<file path="src/hdl/clfco_pkg.sv">
// package: shared types, codes and ramp helper for the contour overlay
`timescale 1ns / 1ps
`default_nettype none
package clfco_pkg;

    // configuration register indexes
    localparam logic [2:0] REG_FRAME_WIDTH  = 3'd0;
    localparam logic [2:0] REG_FRAME_HEIGHT = 3'd1;
    localparam logic [2:0] REG_LUMA_GAIN    = 3'd2;
    localparam logic [2:0] REG_LEVEL_COUNT  = 3'd3;
    localparam logic [2:0] REG_ZERO_GRID    = 3'd4;

    localparam int CFG_BITS  = 24;
    localparam int CODE_BITS = 27;
    localparam int LVL_BITS  = 10;
    localparam int ROW_BITS  = 13;
    localparam int NORM_BITS = 17;

    // center entry layout
    localparam int CEN_COV  = 26;
    localparam int CEN_DARK = 25;
    // level entry layout
    localparam int LV_COV   = 9;
    localparam int LV_DARK  = 8;

    typedef enum logic [2:0] {
        S_IDLE,
        S_MUL,
        S_LVL,
        S_EVAL,
        S_GRID
    } t_state;

    typedef struct packed {
        logic done;
        logic zero_a;
        logic zero_b;
    } t_grid_res;

    // ramp stops in units of 1/4 (Q0.16 value / 16384)
    typedef logic [2:0] t_stop [0:4][0:2];
    localparam t_stop RAMP_STOPS = '{
        '{3'd2, 3'd0, 3'd2},
        '{3'd0, 3'd0, 3'd2},
        '{3'd0, 3'd3, 3'd0},
        '{3'd4, 3'd4, 3'd0},
        '{3'd4, 3'd0, 3'd0}
    };

    // one ramp channel in Q0.16 for a norm value
    function automatic logic [16:0] ramp_chan(input logic [16:0] v, input int k);
        logic [17:0] t;
        logic [1:0]  seg;
        logic [16:0] f;
        logic [19:0] acc;
        begin
            t   = {v[15:0], 2'b00};
            seg = t[17:16];
            f   = {1'b0, t[15:0]};
            acc = 20'(RAMP_STOPS[seg][k]) * 20'(17'h10000 - f)
                + 20'(RAMP_STOPS[3'(seg) + 3'd1][k]) * 20'(f);
            if (v == 17'd0) begin
                ramp_chan = {RAMP_STOPS[0][k], 14'd0};
            end else if (v[16]) begin
                ramp_chan = {RAMP_STOPS[4][k], 14'd0};
            end else begin
                ramp_chan = acc[18:2];
            end
        end
    endfunction

endpackage
`default_nettype wire

</file>
<file path="src/hdl/clfco_grid_mod.sv">
// iterative remainder unit: tests two values for a multiple of the grid spacing
`timescale 1ns / 1ps
`default_nettype none
module clfco_grid_mod (
    input  wire logic                 i_clk,
    input  wire logic                 i_rst_n,
    input  wire logic                 i_start,
    input  wire logic [12:0]          i_num_a,
    input  wire logic [12:0]          i_num_b,
    input  wire logic [11:0]          i_den,
    output clfco_pkg::t_grid_res      o_res
);
    import clfco_pkg::*;

    logic        r_busy, n_busy;
    logic        r_done, n_done;
    logic [3:0]  r_cnt, n_cnt;
    logic [12:0] r_qa, n_qa, r_qb, n_qb;
    logic [12:0] r_ra, n_ra, r_rb, n_rb;
    logic [11:0] r_den, n_den;
    logic [12:0] w_sa, w_sb;

    // one restoring step per cycle on both values
    always_comb begin
        w_sa   = {r_ra[11:0], r_qa[12]};
        w_sb   = {r_rb[11:0], r_qb[12]};
        n_busy = r_busy;
        n_done = r_done;
        n_cnt  = r_cnt;
        n_qa   = r_qa;
        n_qb   = r_qb;
        n_ra   = r_ra;
        n_rb   = r_rb;
        n_den  = r_den;
        if (i_start) begin
            n_busy = 1'b1;
            n_done = 1'b0;
            n_cnt  = 4'd12;
            n_qa   = i_num_a;
            n_qb   = i_num_b;
            n_ra   = 13'd0;
            n_rb   = 13'd0;
            n_den  = i_den;
        end else if (r_busy) begin
            n_qa = {r_qa[11:0], 1'b0};
            n_qb = {r_qb[11:0], 1'b0};
            n_ra = (w_sa >= {1'b0, r_den}) ? w_sa - {1'b0, r_den} : w_sa;
            n_rb = (w_sb >= {1'b0, r_den}) ? w_sb - {1'b0, r_den} : w_sb;
            n_cnt = r_cnt - 4'd1;
            if (r_cnt == 4'd0) begin
                n_busy = 1'b0;
                n_done = 1'b1;
            end
        end
    end

    always_ff @(posedge i_clk) begin
        if (!i_rst_n) begin
            r_busy <= 1'b0;
            r_done <= 1'b0;
            r_cnt  <= 4'd0;
        end else begin
            r_busy <= n_busy;
            r_done <= n_done;
            r_cnt  <= n_cnt;
        end
        r_qa  <= n_qa;
        r_qb  <= n_qb;
        r_ra  <= n_ra;
        r_rb  <= n_rb;
        r_den <= n_den;
    end

    assign o_res = {r_done, (r_ra == 13'd0), (r_rb == 13'd0)};

endmodule
`default_nettype wire

</file>
<file path="config.mk">
export PLATFORM = sky130hd
export DESIGN_NAME = clfco_grid_mod
export DESIGN_NICKNAME = d
export VERILOG_FILES = /design/src/hdl/clfco_pkg.sv /design/src/hdl/clfco_grid_mod.sv
export SDC_FILE = /design/constraint.sdc
export NUM_CORES = 1
export LEC_CHECK = 0
export BUFFER_PORTS_ARGS = -buffer_cell sky130_fd_sc_hd__buf_2
export CAP_MARGIN = 20
export CORE_UTILIZATION = 35
export CTS_BUF_LIST = sky130_fd_sc_hd__clkbuf_4 sky130_fd_sc_hd__clkbuf_8
export DETAILED_ROUTE_END_ITERATION = 10
export HOLD_SLACK_MARGIN = 0.06
export PLACE_DENSITY = 0.58
export SYNTH_ARGS = -nofsm -noshare
export SYNTH_HDL_FRONTEND = slang
export SYNTH_SLANG_ARGS = --single-unit
export TNS_END_PERCENT = 30
</file>
<file path="constraint.sdc">
create_clock -name i_clk -period 6 [get_ports i_clk]
set_input_delay 1.2 -clock i_clk [delete_from_list [all_inputs] [get_ports i_clk]]
set_output_delay 1.2 -clock i_clk [all_outputs]
set_load 0.005 [all_outputs]
</file>
# After elaboration in Yosys (flattened, before gate mapping)
# Index checks and enable logic that the tools add are counted.
[totals]
regBits = 70
out_inout_bits = 3
elab_cells = 32
[op_classes]
n_bitwise = 1
n_mux = 11
addsub = 3
order_cmp = 2
reduce_logical = 6
[ops]
columns = ["cell", "count"]
rows = [
  ["$mux W13", 6],
  ["$ge A13 B12 Y1", 2],
  ["$logic_not A13 Y1", 2],
  ["$sub A13 B12 Y13", 2],
  ["$mux W4", 2],
  ["$logic_not A4 Y1", 1],
  ["$sub A4 B1 Y4 const B", 1],
  ["$mux W1", 3],
  ["$reduce_and A2 Y1", 1],
  ["$reduce_bool A2 Y1", 1],
  ["$reduce_or A2 Y1", 1],
  ["$not A1 Y1", 1],
]

# Longest topological paths before layout
# Gate-level depths: netlist of run 1.
[logic_depth]
ltp_word = 4
ltp_mapped = 11
ltp_nobuf = 11

# Worst setup path before layout of run 1
# No wires, ideal clock.
[synth_timing]
path_type = "input to register"
start = "input port i_start"
end = "register r_qa[0], enable pin"
stages = 4
path_buffers = 2
required_time_ns = 5.630
arrival_time_ns = 2.337
slack_ns = 3.293
path_cell_list = "clkbuf_1 nor2_1 clkbuf_1 inv_1"
[synth_via]
elab_chain_len = 1
[synth_rtl]
columns = ["element", "line", "rtl"]
rows = [
  ["from (decl)", "clfco_grid_mod.sv:7", "input wire logic i_start,"],
  ["$reduce_bool A2 Y1 (no line)", "n/a", ""],
  ["to (signal assigned)", "clfco_grid_mod.sv:67", "r_qa <= n_qa;"],
  ["to (decl)", "clfco_grid_mod.sv:18", "logic [12:0] r_qa, n_qa, r_qb, n_qb;"],
]
# No other way between the ends.
# A chain may end at the register's enable or synchronous reset.

==> results of run 1 <==
-- power by group --
group          switching, mW  total (mW)  internal (mW)
combinational          0.143       0.263          0.119
clock                  0.189       0.426          0.236
sequential            0.0213       0.570          0.549
-- cells by family after synthesis --
group | count (synthesis) | share of synthesized area, %
compound gates | 97 | 17.1
xor+xnor | 20 | 4.26
fa+ha+maj | 28 | 8.88
buf+inv | 35 | 3.65
flops | 70 | 43.3
mux | 43 | 11.2
simple gates | 99 | 11.6
-- sequential cells by signal, summed over array words and instances (netlist names) --
register	cells
r_qa	13
r_qb	13
r_ra	13
r_rb	13
r_den	12
r_cnt	4
r_busy	1
r_done	1
-- tightest hold or removal path, stage by stage, from the launching register on --
cell and delay [ns]:
dfxtp_1 0.34, a32oi_1 0.06, o41ai_1 0.06
-- layout by cell type (no fill, tap or decap), types with 3 or more instances in the layout --
master	count
a21oi_1	18
nor2b_1	5
xor2_1	10
dfxtp_1	32
o21a_1	6
a31oi_1	3
a21boi_0	3
buf_2	43
mux2_2	24
a31o_2	3
nor2_1	31
nand2b_1	4
a21o_1	10
inv_1	20
ha_1	26
nor3_1	6
nor4_1	4
and2_1	3
a211oi_2	4
nand3_1	6
clkbuf_8	9
mux2i_1	18
xnor2_1	10
o211ai_1	8
edfxtp_1	38
o21ai_0	20
a211oi_1	9
nand2_1	28
-- metrics by stage --
stage,std cells,setup slack (ns)
finish,582,3.06
global route,582,2.90
CTS,581,3.00
detailed placement,565,2.61
global placement,565,2.64
floorplan,392,3.29
-- layer usage --
metal / routed length (um) / track usage (%)
met2: 3900 / 23.0
met1: 3970 / 19.0
met3: 460 / 4.77
met5: 0 / 0
met4: 52 / 2.93
-- path summary, 6_finish.rpt --
check                              from                    end  slack, ns  cells after the start
setup / recovery   r_rb[0]$_SDFFE_PP0P_               o_res[0]       3.06                      3
hold / removal    r_ra[12]$_SDFFE_PP0P_  r_ra[12]$_SDFFE_PP0P_       0.49                      2
setup reg to reg     r_qa[12]$_DFFE_PP_  r_ra[12]$_SDFFE_PP0P_       3.35                     11
hold reg to reg   r_ra[12]$_SDFFE_PP0P_  r_ra[12]$_SDFFE_PP0P_       0.49                      2
-- area by class of cell --
type / count / area share, %
flip-flops and latches: 70 / 38.1
inverters: 20 / 1.60
multi-input cells: 287 / 46.6
clock buffers: 9 / 2.65
well taps: 143 / 3.82
repair buffers: 46 / 5.16
clock inverters: 7 / 2.06
==> results.md, run 1 <==
* GRT overflow at 0
* Seq/Total Area, Yosys at 43.3%
* CTS tree: built
* Vias at 2989
* Initial Util at 36.0%
* Drt first pass iters at 4
* Final Max Slew Viols at 0
* Post-cts resize count at 0
* Clock buffer depth at 2
* RSZ-0062 raised after global routing: false
* Vias in the first global route at 2937
* #FFs+latches synth at 70
* Synth Instances at 392
* Placed inst area at 4450 um^2
* Outcome: finished, final reports clean
* Nets at 503
* CP Class: reg -> out
* Worst path slowest cell: or4_1
* CP cell instances: or4_1, nor4_1, buf_2
* Synthesized area at 4110 um^2
* Skew-Pair Late Insertion Delay at 0.35 ns
* Syn. warnings at 0
* Tmin final at 2.94 ns
* Crit. End Element: primary output
* Final core occ at 41.0%
* Worst Tran Pin Value at 0.955 ns
* FP Rows at 39
* Post-Syn Area per Cell at 10.5 um^2
* Cell area after layout at 4680 um^2
* Setup Viol. Count Final at 0
* DIE HEIGHT at 110 um
* Pin count of the biggest net entering global routing at 57
* Startpoint type of the worst setup path: register
* Clock-pin slew on the worst setup and hold paths at 0.08 ns
* Layout cell share with drive strength beyond 1 at 22.8%
* Total power at 1.26 mW
* Die area at 12200 um^2
* Global-route wire length before repair at 14300 um
* Post-synth top cells: edfxtp_1 (38), dfxtp_1 (32), nor2_1 (31)
* Iter 0 DRT Violations at 85
* Num CTS Buffers at 9
* Die X at 110 um
* Leading area contributor after synthesis: edfxtp_1
* CP required at 4.80 ns
* Leakage Power at 1.87 nW
* WL/cell at 14.4 um
* Post CTS Setup Buffer Count at 0
* Sequential cell area at 1780 um^2
* Number of antenna violations at the first check in global routing at 0
* Worst VDD drop at 0.200 mV
* GPL Wtd Cong at 0.830
* # Max-Cap Violations at 0
* Crit path DAT at 1.74 ns
* Post-synthesis async set-or-reset flop share at 0%
* Area growth from synthesis to final layout at 13.8%
* Antenna-violating nets left at 0
* Slew HR at 36.3%
* Synth cell types at 53
* Clk root buf: clkbuf_8
* Overall global routing resource usage at 14.4%
* Final hold viol count at 0
* Setup TNS at 0 ns
* Core area at 11400 um^2
* Power per cell area at 269 nW/um^2
* Mapped Nets at 461
* # IOs at 44
* Multi-input gate area at 2180 um^2
* Vias per cell at 5.14
* Inserted Diodes at 0
* CP max stage delay at 0.54 ns
* HP Class: reg -> reg
* Crit path buf inv count at 1
* Top-area cell type share of the netlist area at 27.7%
* Post-CTS Hold Buffers at 0
* DP HPWL at 6170 um
* Worst hold-check slack at 0.490 ns
* Tcrit/Tclk final at 48.9%
* Number of flops mapped to enable cells by yosys at 38
* Cell with the most instances after synthesis: edfxtp_1
* Most used flip-flop cell after synthesis: edfxtp_1
* CP max FO at 5
* Fillers at 1125
* Max Clk Rate at 341 MHz
* Final WL at 8380 um
* CTS Sinks at 70
* Synth area leaders: edfxtp_1 (28%), dfxtp_1 (16%), ha_1 (7.9%)
* Layout Skew at 0.0109 ns
* Top delay family on crit path: simple AND/OR/NAND/NOR gates
* Port Buffers at 43
* Final routed DRC violation total at 0
* H-tree Lvls at 3
Power figures use the tool's default switching activity.
==> run 2: changes to the inputs <==
--- a/config.mk
+++ b/config.mk
@@ -5,13 +5,14 @@
 export SDC_FILE = /design/constraint.sdc
 export NUM_CORES = 1
 export LEC_CHECK = 0
+export ABC_AREA = 1
 export BUFFER_PORTS_ARGS = -buffer_cell sky130_fd_sc_hd__buf_2
 export CAP_MARGIN = 20
 export CORE_UTILIZATION = 35
 export CTS_BUF_LIST = sky130_fd_sc_hd__clkbuf_4 sky130_fd_sc_hd__clkbuf_8
 export DETAILED_ROUTE_END_ITERATION = 10
 export HOLD_SLACK_MARGIN = 0.06
-export PLACE_DENSITY = 0.58
+export PLACE_DENSITY = 0.6
 export SYNTH_ARGS = -nofsm -noshare
 export SYNTH_HDL_FRONTEND = slang
 export SYNTH_SLANG_ARGS = --single-unit
==> constraint.sdc (replaced) <==
create_clock -name i_clk -period 2.6 [get_ports i_clk]
set_input_delay 0.52 -clock i_clk [delete_from_list [all_inputs] [get_ports i_clk]]
set_output_delay 0.52 -clock i_clk [all_outputs]
set_load 0.005 [all_outputs]
==> run 2 against run 1 <==
Effect of this change: sequential share of layout area fell by 3.9 points; critical path depth grew 6; worst hold slack got worse by 0.16 ns; utilization down 0.12 points; register-to-register slack worse by 3.0 ns; design area grew 12%; final cell count is 49% higher; non-clock buffer count up 2; largest cell class unchanged; highest routed layer unchanged.
==> results.md, run 2 <==
* Outcome: finished, final reports clean
* Clock buffer depth at 2
* Port Buffers at 43
* Initial Util at 36.3%
* Post-synth top cells: nand2_1 (251), inv_1 (99), nand3_1 (65)
* Leakage Power at 2.70 nW
* Mapped Nets at 720
* Cell with the most instances after synthesis: nand2_1
* Final routed DRC violation total at 0
* GPL Wtd Cong at 0.930
* Synth cell types at 36
* HP Class: in -> reg
* Die area at 13700 um^2
* Layout cell share with drive strength beyond 1 at 12.5%
* Max Clk Rate at 449 MHz
* Clk root buf: clkbuf_8
* Tmin final at 2.23 ns
* Clock Power Share at 37.6%
* Cell Int Power at 1.93 mW
* Comb pwr share at 14.6%
* Post-cts resize count at 0
* Syn. warnings at 0
* Synth Instances at 651
* Crit. End Element: register
* H-tree Lvls at 3
* Iter 0 DRT Violations at 283
* Worst hold-check slack at 0.326 ns
* Top delay family on crit path: simple AND/OR/NAND/NOR gates
* # IOs at 44
* Worst setup margin at 0.373 ns
* Drt first pass iters at 7
* Tcrit/Tclk final at 85.6%
* Top-area cell type share of the netlist area at 24.6%
* Reg2reg setup slack at 0.37 ns
* Switching Fraction at 27.5%
* Power per cell area at 511 nW/um^2
* Final hold viol count at 0
* Placed inst area at 5000 um^2
* GRT overflow at 0
* Worst VDD drop at 0.238 mV
* Synthesized area at 4640 um^2
* CP cell instances: inv_1, ha_1, nand2_1, nor2_2, nand4_2, nand3_4, nand3_1, nand3_1, nand2_1
* Post-synthesis async set-or-reset flop share at 0%
* Num CTS Buffers at 9
* Clock-pin slew on the worst setup and hold paths at 0.08 ns
* Antenna-violating nets left at 0
* Nets at 761
* DIE HEIGHT at 117 um
* Worst path slowest cell: ha_1
* CP required at 2.86 ns
* RSZ-0062 raised after global routing: false
* CTS Sinks at 70
* Crit path buf inv count at 1
* Vias at 4158
* Final WL at 11300 um
* Slew HR at 70.6%
* Area growth from synthesis to final layout at 12.5%
* CTS tree: built
* CP Class: reg -> reg
* #FFs+latches synth at 70
* CP max FO at 14
* Leading area contributor after synthesis: edfxtp_1
* P_sw at 0.733 mW
* # Max-Cap Violations at 0
* Most frequent cells in the layout: nand2_1 (251), inv_1 (99), nand3_1 (65), buf_2 (43), edfxtp_1 (38)
* Synth area leaders: edfxtp_1 (25%), nand2_1 (20%), dfxtp_1 (14%)
* Sequential Power Share at 47.8%
* Seq/Total Area, Yosys at 38.4%
* Die X at 117 um
* DP HPWL at 8500 um
* CP max stage delay at 0.41 ns
* Pre-CTS setup slack at 0.405 ns
* Vias in the first global route at 4087
* Inserted Diodes at 0
* Layout Skew at 0.00934 ns
* Core area at 12800 um^2
* Final Max Slew Viols at 0
* Global-route wire length before repair at 18900 um
* WL/cell at 13.0 um
* Number of flops mapped to enable cells by yosys at 38
* Overall global routing resource usage at 18.1%
* Skew-Pair Late Insertion Delay at 0.37 ns
* Most used flip-flop cell after synthesis: edfxtp_1
* Setup TNS at 0 ns
* Startpoint type of the worst setup path: register
* Worst Tran Pin Value at 0.439 ns
* Vias per cell at 4.78
* Post-CTS Hold Buffers at 0
* Setup Viol. Count Final at 0
* FP Rows at 41
* Cell area after layout at 5220 um^2
* Crit path DAT at 2.49 ns
* Most common cell after layout, fill and taps aside: nand2_1
* Pin count of the biggest net entering global routing at 29
* Post CTS Setup Buffer Count at 0
* Number of antenna violations at the first check in global routing at 0
* Post-Syn Area per Cell at 7.12 um^2
-- run 2: final cells by class --
cell class | count | area (um^2)
clock buffer | 9 | 124
clock inverter | 7 | 97.6
multi-input combinational | 458 | 2350
sequential | 70 | 1780
fill | 1337 | 7560
tap | 172 | 215
inverter | 105 | 394
timing repair buffer | 48 | 253
-- run 2: path summary, 6_finish.rpt --
| kind | startpoint | to | cells past startpoint |
|---|---|---|---|
| worst min-delay path | i_den[4] | r_den[4]$_DFFE_PP_ | 1 |
| worst min register to register | r_ra[12]$_SDFFE_PP0P_ | r_ra[12]$_SDFFE_PP0P_ | 2 |
| worst max register to register | r_den[11]$_DFFE_PP_ | r_ra[8]$_SDFFE_PP0P_ | 9 |
| worst max-delay path | r_den[11]$_DFFE_PP_ | r_ra[8]$_SDFFE_PP0P_ | 9 |
-- run 2: stage by stage --
step,power [mW],utilization [%],std cells
after floorplan,1.56,-,651
after global placement,1.68,39.1,853
after detailed placement,1.69,39.1,853
after CTS,2.70,40.8,869
after global routing,2.80,40.8,869
final,2.66,40.8,869
-- run 2: cell families (layout without fill, tap and decap cells) --
| kind of cell | after synthesis | in the layout | synth area share [%] |
|---|---|---|---|
| fa+ha+maj | 28 | 28 | 7.88 |
| compound gates | 29 | 29 | 3.70 |
| simple gates | 390 | 390 | 37.1 |
| flops | 70 | 70 | 38.4 |
| xor+xnor | 11 | 11 | 2.08 |
| buf+inv | 123 | 169 | 10.8 |
-- run 2: worst register-to-register path, cell delays in order (launching register included) --
cell and delay (ns):
edfxtp_1 0.33, inv_1 0.08, ha_1 0.41, nand2_1 0.12, nor2_2 0.18, nand4_2 0.39, nand3_4 0.37, nand3_1 0.12
nand3_1 0.09, nand2_1 0.05
-- run 2: per-layer routing --
metal  global-route usage (%)  vias up  share of wire (%)
li1                         -     2156                  -
met1                     23.8     1875                 49
met2                     28.1      115                 43
met3                     5.66       12                7.4
met4                     5.82        0                1.3
met5                        0        -                  0
-- run 2: power groups by stage --
stage / sequential (mW) / combinational [mW] / clock (mW)
after floorplan: 1.29 / 0.272 / 0
after global placement: 1.30 / 0.384 / 0
after detailed placement: 1.30 / 0.388 / 0
after CTS: 1.28 / 0.390 / 1.03
after global routing: 1.28 / 0.444 / 1.07
final: 1.27 / 0.388 / 1.00
==> run 3: changes to the inputs <==
--- a/config.mk
+++ b/config.mk
@@ -12,7 +12,8 @@
 export CTS_BUF_LIST = sky130_fd_sc_hd__clkbuf_4 sky130_fd_sc_hd__clkbuf_8
 export DETAILED_ROUTE_END_ITERATION = 10
 export HOLD_SLACK_MARGIN = 0.06
-export PLACE_DENSITY = 0.6
+export PLACE_DENSITY = 0.51
+export RECOVER_POWER = 100
 export SYNTH_ARGS = -nofsm -noshare
 export SYNTH_HDL_FRONTEND = slang
 export SYNTH_SLANG_ARGS = --single-unit
==> constraint.sdc (replaced) <==
create_clock -name i_clk -period 2.7 [get_ports i_clk]
set_input_delay 0.54 -clock i_clk [delete_from_list [all_inputs] [get_ports i_clk]]
set_output_delay 0.54 -clock i_clk [all_outputs]
set_load 0.005 [all_outputs]
==> run 3 against run 2 <==
Effect of this change: sequential cell count did not move; combinational power fell by 5.7%; wire length is 0.79% higher; worst hold slack gained 0.019 ns; sequential share of layout area up 0.40 points; first-iteration DRC count fell by 24%; clock-buffer cell count up 1; global-route usage increased by 0.94 points; register-to-register slack improved by 0.04 ns; utilization decreased by 0.47 points; highest routed layer unchanged; design area fell by 1.2%; clock power fell by 13%.
==> results.md, run 3 (synthesized netlist as in run 2, its figures left out) <==
* Antenna-violating nets left at 0
* Final Max Slew Viols at 0
* Port Buffers at 43
* WL/cell at 13.0 um
* Final WL at 11400 um
* Drt first pass iters at 5
* DIE HEIGHT at 117 um
* Setup Viol. Count Final at 0
* Outcome: finished, final reports clean
* GRT overflow at 0
* Die X at 117 um
* Fillers at 1371
* Inserted Diodes at 0
* HP Class: in -> reg
* Most common cell after layout, fill and taps aside: nand2_1
* Die area at 13700 um^2
* Slew HR at 12.5%
* P_sw at 0.696 mW
* GPL Wtd Cong at 0.870
* Number of antenna violations at the first check in global routing at 0
* Sequential Power Share at 49.9%
* # Max-Cap Violations at 0
* Worst Tran Pin Value at 1.31 ns
* CTS Sinks at 70
* Comb pwr share at 14.9%
* Crit. End Element: register
* Max Clk Rate at 438 MHz
* Iter 0 DRT Violations at 215
* Total power at 2.47 mW
* Post-cts resize count at 0
* Num CTS Buffers at 9
* CP required at 3.01 ns
* Post CTS Setup Buffer Count at 0
* CP max FO at 14
* CP Class: reg -> reg
* Most frequent cells in the layout: nand2_1 (251), inv_1 (99), nand3_1 (67), buf_2 (39), edfxtp_1 (38)
* Area growth from synthesis to final layout at 11.2%
* Overall global routing resource usage at 19.0%
* CTS tree: built
* Clock-pin slew on the worst setup and hold paths at 0.08 ns
* Tmin final at 2.28 ns
* Vias in the first global route at 3913
* H-tree Lvls at 3
* Post-CTS Hold Buffers at 0
* Initial Util at 36.3%
* Final hold viol count at 0
* FP Rows at 41
* Cell Int Power at 1.77 mW
* # IOs at 44
* Switching Fraction at 28.2%
* DP HPWL at 8670 um
* Final routed DRC violation total at 0
* Global-route wire length before repair at 19500 um
* Layout cell share with drive strength beyond 1 at 11.3%
* Vias per cell at 4.67
* Clock Power Share at 35.3%
* Clk root buf: clkbuf_8
* Setup TNS at 0 ns
* Crit path DAT at 2.59 ns
* Leakage Power at 2.68 nW
* Pin count of the biggest net entering global routing at 27
* Power per cell area at 478 nW/um^2
* RSZ-0062 raised after global routing: false
* Skew-Pair Late Insertion Delay at 0.37 ns
* Layout Skew at 0.0136 ns
* Vias at 4063
* Tcrit/Tclk final at 84.6%
* Final core occ at 40.4%
* Worst VDD drop at 0.391 mV
* Startpoint type of the worst setup path: register
* Core area at 12800 um^2
* Clock buffer depth at 2
* Nets at 762
-- run 3: cell type report --
| type | instances | area [um^2] | area share, % |
|---|---|---|---|
| Multi-Input combinational cell | 458 | 2330 | 45.2 |
| Inverter | 105 | 394 | 7.64 |
| Tap cell | 172 | 215 | 4.17 |
| Sequential cell | 70 | 1780 | 34.5 |
| Timing Repair Buffer | 49 | 244 | 4.73 |
| Clock inverter | 6 | 61.3 | 1.19 |
| Clock buffer | 10 | 131 | 2.55 |
-- run 3: metrics by stage --
stage                     worst slack, ns  std cells  cell area [um^2]  hold slack, ns
after floorplan                     0.947        651              4640           0.426
after global placement              0.445        854              5020           0.454
after detailed placement            0.501        854              5020           0.450
after CTS                           0.458        870              5210           0.320
after global routing                0.165        870              5160           0.306
final                               0.415        870              5160           0.345
-- run 3: worst paths after layout --
path                         start                    end  slack, ns  cells after the start
min                       i_den[4]     r_den[4]$_DFFE_PP_       0.34                      1
max             r_den[7]$_DFFE_PP_   r_ra[8]$_SDFFE_PP0P_       0.42                     11
min reg2reg  r_ra[12]$_SDFFE_PP0P_  r_ra[12]$_SDFFE_PP0P_       0.47                      2
max reg2reg     r_den[7]$_DFFE_PP_   r_ra[8]$_SDFFE_PP0P_       0.42                     11
-- run 3: per-layer routing --
metal | track usage [%] | wire (um) | vias up
li1 | - | - | 2161
met1 | 25.9 | 5590 | 1800
met2 | 29.2 | 4990 | 91
met3 | 6.13 | 637 | 11
met4 | 4.64 | 129 | 0
met5 | 0 | 0 | -
-- run 3: power groups by stage --
stage                     combinational, mW  clock [mW]  sequential [mW]
after floorplan                       0.262           0             1.24
after global placement                0.380           0             1.25
after detailed placement              0.378           0             1.25
after CTS                             0.379       0.908             1.23
after global routing                  0.424       0.960             1.24
final                                 0.366       0.870             1.23
-- run 3: critical path: stages (launching register included) --
cell and delay, ns:
edfxtp_1 0.37, inv_1 0.12, ha_1 0.32, nand2_2 0.14, inv_1 0.05, nand2_1 0.07
nand2_1 0.10, a21oi_4 0.33, nand3_2 0.37, nand3_1 0.20, nand3_1 0.10, nand2_1 0.07
